File: src/hdl/pwmt_pkg.sv
// Shared types, constants and helpers of the PWM timer channel.
`default_nettype none

package pwmt_pkg;

    localparam int CNT_BITS = 16;
    localparam int OP_W     = 3;
    localparam int DATA_W   = 32;
    localparam int SET_W    = 16;
    localparam int CMP_W    = 16;
    localparam int P_W      = CNT_BITS + 1;
    localparam int DIV_W    = CNT_BITS + 33;
    localparam int DIV_STEPS = DATA_W;
    localparam int STEP_W   = $clog2(DIV_STEPS + 1);
    localparam int QDEPTH   = 2;
    localparam int QPTR_W   = $clog2(QDEPTH);
    localparam int QCNT_W   = $clog2(QDEPTH + 1);
    localparam int REG_IDX_W = 1;

    localparam logic [32:0] P_LIMIT = 33'd1 << CNT_BITS;
    localparam logic [CNT_BITS-1:0] PERIOD_RESET = CNT_BITS'(65535);
    localparam logic [DATA_W-1:0] CLOCK_RESET = 32'd48000000;

    localparam logic [OP_W-1:0] OP_TICK     = 3'd0;
    localparam logic [OP_W-1:0] OP_SET_ON   = 3'd1;
    localparam logic [OP_W-1:0] OP_SET_FREQ = 3'd2;
    localparam logic [OP_W-1:0] OP_ENABLE   = 3'd3;
    localparam logic [OP_W-1:0] OP_DISABLE  = 3'd4;

    localparam logic [REG_IDX_W-1:0] REG_TIMER_CLOCK = 1'b0;
    localparam logic [REG_IDX_W-1:0] REG_INVERTED    = 1'b1;

    typedef enum logic [2:0] {
        CLS_NONE,
        CLS_TICK,
        CLS_SET_ON,
        CLS_SET_FREQ,
        CLS_ENABLE,
        CLS_DISABLE
    } op_class_t;

    typedef struct packed {
        op_class_t          cls;
        logic [DATA_W-1:0]  value;
    } entry_t;

    typedef struct packed {
        logic               start;
        logic [DATA_W-1:0]  dividend;
        logic [DIV_W-1:0]   divisor;
    } div_req_t;

    typedef struct packed {
        logic               busy;
        logic               done;
        logic [DATA_W-1:0]  quotient;
    } div_rsp_t;

    function automatic logic [SET_W-1:0] to_setting(input logic [CNT_BITS-1:0] x);
        logic [CNT_BITS+SET_W-1:0] ext;
        ext = {{SET_W{1'b0}}, x};
        return ext[SET_W-1:0];
    endfunction

    function automatic logic level_of(input logic enabled, input logic [CMP_W-1:0] cmp,
                                      input logic [CNT_BITS-1:0] cnt, input logic inv);
        logic [CNT_BITS+CMP_W-1:0] a;
        logic [CNT_BITS+CMP_W-1:0] b;
        a = {{CNT_BITS{1'b0}}, cmp};
        b = {{CMP_W{1'b0}}, cnt};
        return enabled & ((a > b) ^ inv);
    endfunction

endpackage

`default_nettype wire

File: src/hdl/pwmt_if.sv
// Command and result channel interfaces of the PWM timer channel.
`default_nettype none

interface pwmt_cmd_if;
    logic                          valid;
    logic                          ready;
    logic [pwmt_pkg::OP_W-1:0]     operation;
    logic [pwmt_pkg::DATA_W-1:0]   value;

    modport source (output valid, output operation, output value, input ready);
    modport sink (input valid, input operation, input value, output ready);
endinterface

interface pwmt_rsp_if;
    logic                          valid;
    logic                          ready;
    logic                          pwm_level;
    logic                          update_event;
    logic [pwmt_pkg::SET_W-1:0]    prescale_setting;
    logic [pwmt_pkg::SET_W-1:0]    period_setting;
    logic                          setup_error;

    modport source (output valid, output pwm_level, output update_event,
                    output prescale_setting, output period_setting,
                    output setup_error, input ready);
    modport sink (input valid, input pwm_level, input update_event,
                  input prescale_setting, input period_setting,
                  input setup_error, output ready);
endinterface

`default_nettype wire

File: src/hdl/pwmt_front.sv
// Command intake: decodes operations and queues them for the execution side.
`default_nettype none

module pwmt_front (
    input  wire logic              clk,
    input  wire logic              rst_n,
    pwmt_cmd_if.sink               cmd,
    output pwmt_pkg::entry_t       head,
    output logic                   head_valid,
    input  wire logic              pop
);

    pwmt_pkg::entry_t                   q_reg [pwmt_pkg::QDEPTH];
    logic [pwmt_pkg::QPTR_W-1:0]        wr_ptr_reg, wr_ptr_next;
    logic [pwmt_pkg::QPTR_W-1:0]        rd_ptr_reg, rd_ptr_next;
    logic [pwmt_pkg::QCNT_W-1:0]        count_reg, count_next;
    pwmt_pkg::entry_t                   entry;
    logic                               push;

    function automatic pwmt_pkg::op_class_t classify(input logic [pwmt_pkg::OP_W-1:0] op);
        pwmt_pkg::op_class_t c;
        unique case (op)
            pwmt_pkg::OP_TICK:     c = pwmt_pkg::CLS_TICK;
            pwmt_pkg::OP_SET_ON:   c = pwmt_pkg::CLS_SET_ON;
            pwmt_pkg::OP_SET_FREQ: c = pwmt_pkg::CLS_SET_FREQ;
            pwmt_pkg::OP_ENABLE:   c = pwmt_pkg::CLS_ENABLE;
            pwmt_pkg::OP_DISABLE:  c = pwmt_pkg::CLS_DISABLE;
            default:               c = pwmt_pkg::CLS_NONE;
        endcase
        return c;
    endfunction

    assign cmd.ready  = (count_reg != pwmt_pkg::QCNT_W'(pwmt_pkg::QDEPTH));
    assign push       = cmd.valid && cmd.ready;
    assign head       = q_reg[rd_ptr_reg];
    assign head_valid = (count_reg != '0);

    always_comb
    begin
        entry.cls   = classify(cmd.operation);
        entry.value = cmd.value;
        wr_ptr_next = wr_ptr_reg;
        rd_ptr_next = rd_ptr_reg;
        if (push)
        begin
            wr_ptr_next = (wr_ptr_reg == pwmt_pkg::QPTR_W'(pwmt_pkg::QDEPTH - 1))
                          ? '0 : wr_ptr_reg + 1'b1;
        end
        if (pop)
        begin
            rd_ptr_next = (rd_ptr_reg == pwmt_pkg::QPTR_W'(pwmt_pkg::QDEPTH - 1))
                          ? '0 : rd_ptr_reg + 1'b1;
        end
        count_next = count_reg + pwmt_pkg::QCNT_W'(push) - pwmt_pkg::QCNT_W'(pop);
    end

    always_ff @(posedge clk or negedge rst_n)
    begin
        if (!rst_n)
        begin
            wr_ptr_reg <= '0;
            rd_ptr_reg <= '0;
            count_reg  <= '0;
        end
        else
        begin
            wr_ptr_reg <= wr_ptr_next;
            rd_ptr_reg <= rd_ptr_next;
            count_reg  <= count_next;
        end
    end

    always_ff @(posedge clk)
    begin
        if (push)
        begin
            q_reg[wr_ptr_reg] <= entry;
        end
    end

endmodule

`default_nettype wire

File: src/hdl/pwmt_divider.sv
// Restoring divider, one quotient bit per cycle.
`default_nettype none

module pwmt_divider (
    input  wire logic              clk,
    input  wire logic              rst_n,
    input  wire pwmt_pkg::div_req_t req,
    output pwmt_pkg::div_rsp_t     rsp
);

    logic [pwmt_pkg::DIV_W-1:0]    rem_reg;
    logic [pwmt_pkg::DATA_W-1:0]   quo_reg;
    logic [pwmt_pkg::DIV_W-1:0]    dsor_reg;
    logic [pwmt_pkg::STEP_W-1:0]   step_reg;
    logic                          done_reg;
    logic [pwmt_pkg::DIV_W:0]      trial;
    logic [pwmt_pkg::DIV_W:0]      diff;
    logic                          ge;

    assign trial = {rem_reg, quo_reg[pwmt_pkg::DATA_W-1]};
    assign diff  = trial - {1'b0, dsor_reg};
    assign ge    = (trial >= {1'b0, dsor_reg});

    assign rsp.busy     = (step_reg != '0);
    assign rsp.done     = done_reg;
    assign rsp.quotient = quo_reg;

    always_ff @(posedge clk or negedge rst_n)
    begin
        if (!rst_n)
        begin
            step_reg <= '0;
            done_reg <= 1'b0;
        end
        else if (req.start)
        begin
            step_reg <= pwmt_pkg::STEP_W'(pwmt_pkg::DIV_STEPS);
            done_reg <= 1'b0;
        end
        else if (step_reg != '0)
        begin
            step_reg <= step_reg - 1'b1;
            done_reg <= (step_reg == pwmt_pkg::STEP_W'(1));
        end
    end

    always_ff @(posedge clk)
    begin
        if (req.start)
        begin
            rem_reg  <= '0;
            quo_reg  <= req.dividend;
            dsor_reg <= req.divisor;
        end
        else if (step_reg != '0)
        begin
            rem_reg <= ge ? diff[pwmt_pkg::DIV_W-1:0] : trial[pwmt_pkg::DIV_W-1:0];
            quo_reg <= {quo_reg[pwmt_pkg::DATA_W-2:0], ge};
        end
    end

endmodule

`default_nettype wire

File: src/hdl/pwmt_back.sv
// Execution side: counters, compare output, frequency setup and result register.
`default_nettype none

module pwmt_back (
    input  wire logic                      clk,
    input  wire logic                      rst_n,
    input  wire pwmt_pkg::entry_t          head,
    input  wire logic                      head_valid,
    output logic                           pop,
    input  wire logic [pwmt_pkg::DATA_W-1:0] timer_clock_hz,
    input  wire logic                      inverted,
    output pwmt_pkg::div_req_t             div_req,
    input  wire pwmt_pkg::div_rsp_t        div_rsp,
    pwmt_rsp_if.source                     rsp
);

    typedef enum logic [3:0] {
        ST_RUN  = 4'b0001,
        ST_DIV1 = 4'b0010,
        ST_MUL  = 4'b0100,
        ST_DIV2 = 4'b1000
    } state_t;

    localparam int CB = pwmt_pkg::CNT_BITS;

    state_t                         state_reg, state_next;
    logic [CB-1:0]                  ps_cnt_reg, ps_cnt_next;
    logic [CB-1:0]                  pd_cnt_reg, pd_cnt_next;
    logic [CB-1:0]                  ps_act_reg, ps_act_next;
    logic [CB-1:0]                  pd_act_reg, pd_act_next;
    logic [CB-1:0]                  ps_pre_reg, ps_pre_next;
    logic [CB-1:0]                  pd_pre_reg, pd_pre_next;
    logic [pwmt_pkg::CMP_W-1:0]     cmp_reg, cmp_next;
    logic                           en_reg, en_next;
    logic [pwmt_pkg::DATA_W-1:0]    f_reg, f_next;
    logic [pwmt_pkg::P_W-1:0]       p_reg, p_next;
    logic                           p_err_reg, p_err_next;
    logic                           out_valid_reg, out_valid_next;
    logic                           level_reg, upd_reg, err_reg;
    logic [pwmt_pkg::SET_W-1:0]     pre_set_reg, per_set_reg;
    logic                           out_free, fire, freq_bad;
    logic                           emit, emit_upd, emit_err;
    logic [32:0]                    p_wide;

    assign out_free = !out_valid_reg || rsp.ready;
    assign fire     = (state_reg == ST_RUN) && head_valid && out_free;
    assign freq_bad = (head.value == '0) || (head.value > timer_clock_hz);
    assign p_wide   = 33'(div_rsp.quotient >> CB) + 33'd1;

    assign rsp.valid            = out_valid_reg;
    assign rsp.pwm_level        = level_reg;
    assign rsp.update_event     = upd_reg;
    assign rsp.prescale_setting = pre_set_reg;
    assign rsp.period_setting   = per_set_reg;
    assign rsp.setup_error      = err_reg;

    always_comb
    begin
        state_next  = state_reg;
        ps_cnt_next = ps_cnt_reg;
        pd_cnt_next = pd_cnt_reg;
        ps_act_next = ps_act_reg;
        pd_act_next = pd_act_reg;
        ps_pre_next = ps_pre_reg;
        pd_pre_next = pd_pre_reg;
        cmp_next    = cmp_reg;
        en_next     = en_reg;
        f_next      = f_reg;
        p_next      = p_reg;
        p_err_next  = p_err_reg;
        pop         = 1'b0;
        emit        = 1'b0;
        emit_upd    = 1'b0;
        emit_err    = 1'b0;
        div_req.start    = 1'b0;
        div_req.dividend = timer_clock_hz;
        div_req.divisor  = pwmt_pkg::DIV_W'(head.value);

        unique case (state_reg)
            ST_RUN:
            begin
                if (fire)
                begin
                    pop  = 1'b1;
                    emit = 1'b1;
                    unique case (head.cls)
                        pwmt_pkg::CLS_TICK:
                        begin
                            if (ps_cnt_reg >= ps_act_reg)
                            begin
                                ps_cnt_next = '0;
                                if (pd_cnt_reg >= pd_act_reg)
                                begin
                                    pd_cnt_next = '0;
                                    ps_act_next = ps_pre_reg;
                                    pd_act_next = pd_pre_reg;
                                    emit_upd    = 1'b1;
                                end
                                else
                                begin
                                    pd_cnt_next = pd_cnt_reg + 1'b1;
                                end
                            end
                            else
                            begin
                                ps_cnt_next = ps_cnt_reg + 1'b1;
                            end
                        end
                        pwmt_pkg::CLS_SET_ON:
                        begin
                            cmp_next    = head.value[pwmt_pkg::CMP_W-1:0];
                            ps_cnt_next = '0;
                            pd_cnt_next = '0;
                            ps_act_next = ps_pre_reg;
                            pd_act_next = pd_pre_reg;
                            emit_upd    = 1'b1;
                        end
                        pwmt_pkg::CLS_SET_FREQ:
                        begin
                            if (freq_bad)
                            begin
                                emit_err = 1'b1;
                            end
                            else
                            begin
                                emit          = 1'b0;
                                f_next        = head.value;
                                div_req.start = 1'b1;
                                state_next    = ST_DIV1;
                            end
                        end
                        pwmt_pkg::CLS_ENABLE:  en_next = 1'b1;
                        pwmt_pkg::CLS_DISABLE: en_next = 1'b0;
                        pwmt_pkg::CLS_NONE:    en_next = en_reg;
                        default:               en_next = en_reg;
                    endcase
                end
            end
            ST_DIV1:
            begin
                if (div_rsp.done)
                begin
                    p_next     = pwmt_pkg::P_W'(p_wide);
                    p_err_next = (p_wide > pwmt_pkg::P_LIMIT);
                    state_next = ST_MUL;
                end
            end
            ST_MUL:
            begin
                if (p_err_reg)
                begin
                    if (out_free)
                    begin
                        emit       = 1'b1;
                        emit_err   = 1'b1;
                        state_next = ST_RUN;
                    end
                end
                else
                begin
                    div_req.start   = 1'b1;
                    div_req.divisor = pwmt_pkg::DIV_W'(p_reg) * pwmt_pkg::DIV_W'(f_reg);
                    state_next      = ST_DIV2;
                end
            end
            ST_DIV2:
            begin
                if (div_rsp.done && out_free)
                begin
                    emit       = 1'b1;
                    state_next = ST_RUN;
                    if (div_rsp.quotient == '0)
                    begin
                        emit_err = 1'b1;
                    end
                    else
                    begin
                        ps_pre_next = CB'(p_reg - pwmt_pkg::P_W'(1));
                        pd_pre_next = CB'(div_rsp.quotient - 32'd1);
                    end
                end
            end
            default: state_next = ST_RUN;
        endcase

        out_valid_next = emit ? 1'b1 : (rsp.ready ? 1'b0 : out_valid_reg);
    end

    always_ff @(posedge clk or negedge rst_n)
    begin
        if (!rst_n)
        begin
            state_reg     <= ST_RUN;
            ps_cnt_reg    <= '0;
            pd_cnt_reg    <= '0;
            ps_act_reg    <= '0;
            pd_act_reg    <= pwmt_pkg::PERIOD_RESET;
            ps_pre_reg    <= '0;
            pd_pre_reg    <= pwmt_pkg::PERIOD_RESET;
            cmp_reg       <= '0;
            en_reg        <= 1'b0;
            out_valid_reg <= 1'b0;
        end
        else
        begin
            state_reg     <= state_next;
            ps_cnt_reg    <= ps_cnt_next;
            pd_cnt_reg    <= pd_cnt_next;
            ps_act_reg    <= ps_act_next;
            pd_act_reg    <= pd_act_next;
            ps_pre_reg    <= ps_pre_next;
            pd_pre_reg    <= pd_pre_next;
            cmp_reg       <= cmp_next;
            en_reg        <= en_next;
            out_valid_reg <= out_valid_next;
        end
    end

    always_ff @(posedge clk)
    begin
        f_reg      <= f_next;
        p_reg      <= p_next;
        p_err_reg  <= p_err_next;
        if (emit)
        begin
            level_reg   <= pwmt_pkg::level_of(en_next, cmp_next, pd_cnt_next, inverted);
            upd_reg     <= emit_upd;
            err_reg     <= emit_err;
            pre_set_reg <= pwmt_pkg::to_setting(ps_pre_next);
            per_set_reg <= pwmt_pkg::to_setting(pd_pre_next);
        end
    end

    a_ps_cnt_bound: assert property (@(posedge clk) disable iff (!rst_n)
        ps_cnt_reg <= ps_act_reg)
        else $error("prescale counter beyond active prescaler");

    a_pd_cnt_bound: assert property (@(posedge clk) disable iff (!rst_n)
        pd_cnt_reg <= pd_act_reg)
        else $error("period counter beyond active reload");

    a_no_pop_busy: assert property (@(posedge clk) disable iff (!rst_n)
        div_rsp.busy |-> !pop)
        else $error("queue popped during frequency setup");

    a_start_div: assert property (@(posedge clk) disable iff (!rst_n)
        div_req.start |=> (state_reg == ST_DIV1 || state_reg == ST_DIV2))
        else $error("divider started without waiting for it");

    a_err_no_upd: assert property (@(posedge clk) disable iff (!rst_n)
        (out_valid_reg && err_reg) |-> !upd_reg)
        else $error("setup error reported with update event");

endmodule

`default_nettype wire

File: src/hdl/pwm_timer_channel_with_freq_setup_core.sv
// Top level of the PWM timer channel with frequency setup.
//
// Usage: operations enter on cmd (valid/ready) and each yields exactly one
// result transfer on rsp (valid/ready), in order. The configuration port
// (write_enable, reg_index, write_data) sets the timer clock rate
// (index 0) and output polarity (index 1); write it only while idle.
// A command is queued in a two-entry buffer; the execution side takes it
// from the queue head and registers its result. Tick, set on-clocks,
// enable, disable and unknown codes go one item per cycle sustained while
// rsp accepts and no frequency setup runs. A frequency request runs the
// shared restoring divider twice with a multiply step between, during
// which later items wait in the queue. Zero or above-clock requests return
// with setup_error set without dividing, as do those needing a prescaler
// above 65536 or giving a zero period. A stalled rsp holds its result; the
// queue keeps taking commands until it fills, then cmd.ready drops. Reset
// empties the queue, clears counters and compare value, and loads period
// 65535, 48 MHz, normal polarity, output disabled; no clearing pass.
`default_nettype none

module pwm_timer_channel_with_freq_setup_core (
    input  wire logic                              clk,
    input  wire logic                              rst_n,
    pwmt_cmd_if.sink                               cmd,
    pwmt_rsp_if.source                             rsp,
    input  wire logic                              write_enable,
    input  wire logic [pwmt_pkg::REG_IDX_W-1:0]    reg_index,
    input  wire logic [pwmt_pkg::DATA_W-1:0]       write_data
);

    logic [pwmt_pkg::DATA_W-1:0]   timer_clock_hz_reg;
    logic                          inverted_reg;
    pwmt_pkg::entry_t              head;
    logic                          head_valid;
    logic                          pop;
    pwmt_pkg::div_req_t            div_req;
    pwmt_pkg::div_rsp_t            div_rsp;

    always_ff @(posedge clk or negedge rst_n)
    begin
        if (!rst_n)
        begin
            timer_clock_hz_reg <= pwmt_pkg::CLOCK_RESET;
            inverted_reg       <= 1'b0;
        end
        else if (write_enable)
        begin
            unique case (reg_index)
                pwmt_pkg::REG_TIMER_CLOCK: timer_clock_hz_reg <= write_data;
                pwmt_pkg::REG_INVERTED:    inverted_reg       <= write_data[0];
                default:                   inverted_reg       <= inverted_reg;
            endcase
        end
    end

    pwmt_front u_front (
        .clk        (clk),
        .rst_n      (rst_n),
        .cmd        (cmd),
        .head       (head),
        .head_valid (head_valid),
        .pop        (pop)
    );

    pwmt_divider u_divider (
        .clk   (clk),
        .rst_n (rst_n),
        .req   (div_req),
        .rsp   (div_rsp)
    );

    pwmt_back u_back (
        .clk            (clk),
        .rst_n          (rst_n),
        .head           (head),
        .head_valid     (head_valid),
        .pop            (pop),
        .timer_clock_hz (timer_clock_hz_reg),
        .inverted       (inverted_reg),
        .div_req        (div_req),
        .div_rsp        (div_rsp),
        .rsp            (rsp)
    );

endmodule

`default_nettype wire

File: src/flat_wrapper.sv
// flat-port wrapper written by rule: the top's interface ports become plain ports
module pwm_timer_channel_with_freq_setup_core_flat 
  (clk, rst_n, write_enable, reg_index, write_data, cmd_valid, cmd_operation, cmd_value, cmd_ready, rsp_valid, rsp_pwm_level, rsp_update_event, rsp_prescale_setting, rsp_period_setting, rsp_setup_error, rsp_ready);
  pwmt_cmd_if cmd_i ();
  pwmt_rsp_if rsp_i ();
  input  wire logic clk;
  input  wire logic rst_n;
  input  wire logic write_enable;
  input  wire logic [pwmt_pkg::REG_IDX_W-1:0] reg_index;
  input  wire logic [pwmt_pkg::DATA_W-1:0] write_data;
  input wire logic [$bits(cmd_i.valid)-1:0] cmd_valid;
  input wire logic [$bits(cmd_i.operation)-1:0] cmd_operation;
  input wire logic [$bits(cmd_i.value)-1:0] cmd_value;
  output wire logic [$bits(cmd_i.ready)-1:0] cmd_ready;
  output wire logic [$bits(rsp_i.valid)-1:0] rsp_valid;
  output wire logic [$bits(rsp_i.pwm_level)-1:0] rsp_pwm_level;
  output wire logic [$bits(rsp_i.update_event)-1:0] rsp_update_event;
  output wire logic [$bits(rsp_i.prescale_setting)-1:0] rsp_prescale_setting;
  output wire logic [$bits(rsp_i.period_setting)-1:0] rsp_period_setting;
  output wire logic [$bits(rsp_i.setup_error)-1:0] rsp_setup_error;
  input wire logic [$bits(rsp_i.ready)-1:0] rsp_ready;
  assign cmd_i.valid = cmd_valid;
  assign cmd_i.operation = cmd_operation;
  assign cmd_i.value = cmd_value;
  assign cmd_ready = cmd_i.ready;
  assign rsp_valid = rsp_i.valid;
  assign rsp_pwm_level = rsp_i.pwm_level;
  assign rsp_update_event = rsp_i.update_event;
  assign rsp_prescale_setting = rsp_i.prescale_setting;
  assign rsp_period_setting = rsp_i.period_setting;
  assign rsp_setup_error = rsp_i.setup_error;
  assign rsp_i.ready = rsp_ready;
  pwm_timer_channel_with_freq_setup_core u_core (.clk(clk), .rst_n(rst_n), .cmd(cmd_i), .rsp(rsp_i), .write_enable(write_enable), .reg_index(reg_index), .write_data(write_data));
endmodule
File: config.mk
export PLATFORM = sky130hd
export DESIGN_NAME = pwm_timer_channel_with_freq_setup_core_flat
export DESIGN_NICKNAME = d
export VERILOG_FILES = /design/src/hdl/pwmt_pkg.sv /design/src/hdl/pwmt_if.sv /design/src/hdl/pwmt_front.sv /design/src/hdl/pwmt_divider.sv /design/src/hdl/pwmt_back.sv /design/src/hdl/pwm_timer_channel_with_freq_setup_core.sv /design/src/flat_wrapper.sv
export SDC_FILE = /design/constraint.sdc
export NUM_CORES = 2
export LEC_CHECK = 0
export BUFFER_PORTS_ARGS = -buffer_cell sky130_fd_sc_hd__buf_2
export CAP_MARGIN = 20
export CORE_ASPECT_RATIO = 0.6
export CORE_MARGIN = 1.5
export CORE_UTILIZATION = 59
export DETAILED_ROUTE_END_ITERATION = 8
export PLACE_DENSITY = 0.79
export RECOVER_POWER = 100
export SYNTH_ARGS = -nofsm -noshare
export SYNTH_HDL_FRONTEND = slang
export SYNTH_HIERARCHICAL = 1
export SYNTH_SLANG_ARGS = --single-unit
File: constraint.sdc
create_clock -name clk -period 6.21 [get_ports clk]
set_input_delay 0.3105 -clock clk [delete_from_list [all_inputs] [get_ports clk]]
set_output_delay 0.3105 -clock clk [all_outputs]
set_load 0.01 [all_outputs]
Word-level counts from Yosys, hierarchy flattened --
Memories as Yosys holds them, arrays and structs flattened. Cells that the tools add are included.
Storage, ports and cells: register bits 377, output and inout bits 37, input bits 73, bits in latches 0, logic and storage cells 171, bits in read-only memories 0, bits in writable memories 70, memories kept 1
Memory list:
- u_core.u_front.q_reg | depth 2, bits a word 35, read ports 1, clocked after Yosys merged registers in 0, wr ports 1, line pwmt_front.sv:13 | pwmt_pkg::entry_t q_reg [pwmt_pkg::QDEPTH];
Cells by class: shift operators 0, div/mod/pow operators 0, reduce and logical (&&, ||, !) cells 24, bitwise gates (word level) 5, add/subtract/negate cells 11, multiplexer cells 71, equal/unequal tests 23, magnitude comparators 6, $mul 1
Operators by type and width (count):
- 2-to-1 mux 16 bit | 18
- 2-to-1 mux 32 bit | 4
- one-hot mux 16 bit (2 select lines) | 4
- zero test 32 bit | 2
- greater-or-equal comparator 50 x 49 -> 1 bit | 1
- multiplier 17 x 32 -> 49 bit | 1
- 2-to-1 mux 49 bit | 1
- subtractor 49 bit | 1
- adder 16 x 1 -> 16 bit, second input constant | 2
- greater-or-equal comparator 16 bit | 2
- > comparator 32 bit | 1
- subtractor 16 x 1 -> 16 bit, second input constant | 2
- 2-to-1 mux 1 bit | 28
- 2-to-1 mux 4 bit | 7
- adder 16 x 1 -> 17 bit, second input constant | 1
- > comparator 17 bit, second input constant | 1
- > comparator 16 bit | 1
- one-hot mux 4 bit (4 select lines) | 1
- one-hot mux 3 bit (5 select lines) | 1
- equality test 3 x 2 -> 1 bit, second input constant | 4
- 2-to-1 mux 6 bit | 2
- != test 2 bit, second input constant | 6
- equality test 3 bit, second input constant | 3
- AND reduction 2 bit | 4
- 28 further kinds | 43

Depth between registers and ports, before layout --
word-level depth 9, depth in mapped cells 25

Cells and area by module --
Netlist, hierarchy kept.
Modules (own cells, without submodules):
- pwmt_back | instances 1, cells each 3319, area each 29361.9 um2
- pwmt_divider | instances 1, cells each 911, area each 8495.6 um2
- pwmt_front | instances 1, cells each 133, area each 2889.0 um2
- pwm_timer_channel_with_freq_setup_core | instances 1, cells each 72, area each 1411.4 um2

Worst setup path after synthesis --
OpenSTA, ideal clock, no wires.
path kind flip-flop to flip-flop, start point register u_core/u_back/p_reg[10] in the netlist's numbering, end point register u_core/u_divider/dsor_reg[41] in the netlist's numbering, data pin, slack -0.173 ns, required time 5.942 ns, arrival time 6.116 ns, buffers on the path 3, period minus slack after synthesis 6.383 ns, setup time 0.268 ns, stages on the path, launching flop included 23, cells stage by stage edfxtp_1 clkbuf_1 clkbuf_1 nand2_1 fa_1 inv_1 fa_1 fa_1 fa_1 fa_1 inv_1 fa_1 inv_1 ha_1 buf_2 a22oi_1 o211a_1 o32a_1 a2111oi_2 nor2_2 a2111oi_4 o21a_2 nor3_2
Between the ends: longest elaborated chain between the ends 1
RTL lines:
- from (decl) | line pwmt_back.sv:36 | logic [pwmt_pkg::P_W-1:0] p_reg, p_next;
- from (signal assigned) | line pwmt_back.sv:222 | p_reg <= p_next;
- multiplier 17 x 32 -> 49 bit | line pwmt_back.sv:162 | div_req.divisor = pwmt_pkg::DIV_W'(p_reg) * pwmt_pkg::DIV_W'(f_reg);
- to (signal assigned) | line pwmt_divider.sv:53 | dsor_reg <= req.divisor;
- to (decl) | line pwmt_divider.sv:13 | logic [pwmt_pkg::DIV_W-1:0] dsor_reg;
Every way passes these cells. A chain may end at the register's enable or synchronous reset.

Final worst setup path --
start point register u_core/u_back/f_reg[11] in the netlist's numbering, end point register u_core/u_divider/dsor_reg[41] in the netlist's numbering, data pin
Between the ends: longest elaborated chain between the ends 1
RTL lines:
- from (decl) | line pwmt_back.sv:35 | logic [pwmt_pkg::DATA_W-1:0] f_reg, f_next;
- from (signal assigned) | line pwmt_back.sv:221 | f_reg <= f_next;
- multiplier 17 x 32 -> 49 bit | line pwmt_back.sv:162
Every way passes these cells.

==> results.tsv <==
metric	value	unit
share of layout cells above drive strength 1	0.153	
reg2reg start	u_core/u_back/f_reg[11]	
Worst path most repeated cell	fa_1	
Congestion Overflow GR	0	
Slowest cell on crit path	edfxtp_1	
Avg Vias per Cell	6.14	
post-synth top area cell	fa_1	
Max transition margin	-2.49	
Die ar.	73100	sq um
reg2reg setup slack	-230	ps
CTS tree	yes	
Max Slew Vio Count	246	
Setup crit start	u_core/u_back/f_reg[11]	
die height	210	microns
CP max FO	6	
status	finished with violations	
Syn Area/Cell	9.51	sq um
ANT nets after route	0	
placed insts	5499	
# clock sinks	447	
Clock Path Buffers	3	
max cap viols	6	
RSZ-0062 raised after global routing	yes	
Req. time, crit path	6550	ps
Syn Nets	5219	
crit path buf inv count	4	
Async S/R FF share, synth	0.362	
core region area	70300	sq um
1st-iter DRT viols	4583	
clock latency at the later pin of the worst-skew pair	620	ps
total track usage	0.358	
crit path cell chain	and2_4 -> fa_1 -> inv_1 -> fa_1 -> fa_1 -> inv_1 -> fa_2 -> fa_1 -> inv_2 -> fa_1 -> inv_1 -> ha_4 -> and3_4 -> o21ai_1 -> o32a_1 -> a2111oi_4 -> nor2_4 -> a2111oi_4 -> o21a_2 -> nor3_2	
Post-Syn Area	42200	sq um
final worst path period share	1.04	
Max H-tree Level	2	
Initial Util	0.600	
row count	75	
nets@finish	5512	
max reg flops	70	
CP top delay family	adder cells	
gpl congestion	0.975	
synthesized flop and latch total	447	
clock skew	42.0	ps
IO buf count	109	
WL/cell	23.0	microns
largest net degree at the start of global routing	132	
crit path launch type	register	
Max Clock Freq	155	MHz
HP Class	primary input to register	
Worst R2R Path Depth	20	
initial antenna violation count	3	
HPWL Detailed	94400	microns
Final Instance Count excl. Fillers	5703	
top post-synthesis cells by area	fa_1 21%, edfxtp_1 17%, ha_1 7.7%	
final setup vio count	23	
critical path arrival	6780	ps
via count	35000	
slowest stage delay, CP	590	ps
Crit path depth	20	
CTS buffer count	44	
post-synthesis sequential area ratio	0.289	
Root Buffer	clkbuf_16	
worst setup path endpoint	u_core/u_divider/dsor_reg[41]	
Hold Violations, Final	0	
count of cell types in the netlist	94	
Ys Warns	6	
vias in the first global route	34500	
first-pass GRT wire length	202000	microns
Yosys top cell area share	0.214	
Syn Inst Count	4435	
Primary FF master, synth	edfxtp_1	
R2R Path End	u_core/u_divider/dsor_reg[41]	
Residual DRC	0	
Area growth syn-to-layout	15.1	%
kind of critical path	register to register	
First-pass DRT Iterations	6	
crit end category	register	
Worst-path clk slew	70	ps
failing checks	max-capacitance violations, max-slew violations, negative setup slack	
Detailed Route WL	131000	microns
Die W	348	microns
EDFF count, synth	236	
IO Pins	110	
Final WS setup	-230	ps
worst slew pin tran	5230	ps
Tmin final	6440	ps
==> logic make-up after synthesis <==
group                      count (synthesis)  share of synthesized area
buffers and inverters                    977                     0.0937
DFF                                      447                      0.289
muxes                                    111                     0.0347
AOI/OAI and AO/OA                        701                      0.113
adders and majority gates                711                      0.291
and+or+nand+nor                         1360                      0.152
xor gates and xnor gates                 128                     0.0266
==> layout by cell type (no fill, tap or decap), drive strengths merged, types with 150 or more instances in the layout <==
master	instances
edfxtp	236
nor2	186
fa	450
nand2	625
and2	214
ha	261
buf	362
inv	708
clkbuf	150
a21oi	184
==> worst register-to-register path, stage by stage, from the launching register on <==
cell	delay, ps
edfxtp_1	590
and2_4	260
fa_1	560
inv_1	60
fa_1	470
fa_1	500
inv_1	60
fa_2	490
fa_1	550
inv_2	70
fa_1	580
inv_1	90
ha_4	290
and3_4	190
o21ai_1	60
o32a_1	330
a2111oi_4	360
nor2_4	110
a2111oi_4	360
o21a_2	180
nor3_2	30
==> worst min path at each step <==
stage	start	end	slack (ps)	cells past startpoint
CTS	cmd_operation[2]	u_core/u_front/q_reg[0][33]	30	2
global placement	u_core/u_back/cmp_reg[0]	u_core/u_back/cmp_reg[0]	450	2
detailed placement	rst_n	u_core/u_back/ps_pre_reg[12]	460	1
floorplan	rst_n	u_core/inverted_reg	10	0
finish	write_enable	u_core/inverted_reg	40	3
global route	cmd_operation[0]	u_core/u_front/q_reg[0][32]	50	2
==> cell usage after synthesis (all sizes together) (12+ instances only) <==
cell type and count:
a211oi 30, clkbuf 186, nand3 77, nor4 29, nor2 186, edfxtp 236
dfrtp 119, o21a 24, inv 705, o22ai 17, a21o 67, o211ai 56
xnor2 82, nand4 78, a21oi 184, fa 450, xor2 46, a311oi 38
and2 214, buf 85, nor3 47, o21bai 16, a31oi 32, or3 12
dfstp 43, ha 261, o31ai 13, a2bb2oi 15, dfxtp 49, nand2b 22
mux2 104, and3 27, nor2b 17, nand2 625, a22oi 34, o21ai 117
==> metrics by stage <==
step | utilization | instance area [sq um] | TNS (ps) | hold WS (ps) | worst slack (ps)
CTS | 0.686 | 48200 | -1020 | 34.0 | -237
finish | 0.690 | 48500 | -2570 | 39.1 | -230
detailed placement | 0.644 | 45200 | -8140 | 464 | -522
floorplan | - | 42200 | 0 | 14.9 | 1.09
global placement | 0.644 | 45200 | -6720 | 452 | -414
global route | 0.690 | 48500 | -10910 | 46.8 | -349
==> area by class of cell <==
class | count | area (sq um)
clock inverters | 23 | 277
repair buffers | 518 | 4210
clock buffers | 59 | 1220
well taps | 924 | 1160
inverters | 706 | 2650
flip-flops and latches | 447 | 12200
multi-input cells | 3011 | 26800
diodes | 15 | 37.5
fillers | 5074 | 21800
==> timing repair <==
item | 4_1_cts | 5_1_grt
gates resized for setup | 139 | 115
setup endpoints to repair | 30 | 32
setup buffers | 21 | 22
gates cloned | 0 | 1
endpoints found under the hold margin | 163 | 0
pin swaps | 94 | 113
hold buffers | 65 | 0
==> metal layers <==
metal,global-route usage,routed length (microns)
met5,0,0
met4,0.110,4610
met3,0.132,20700
met2,0.481,52300
met1,0.533,53700
Power is left out: the tool's default activity adds up to more than one toggle a clock period on the data nets, which glitch-free logic cannot reach.
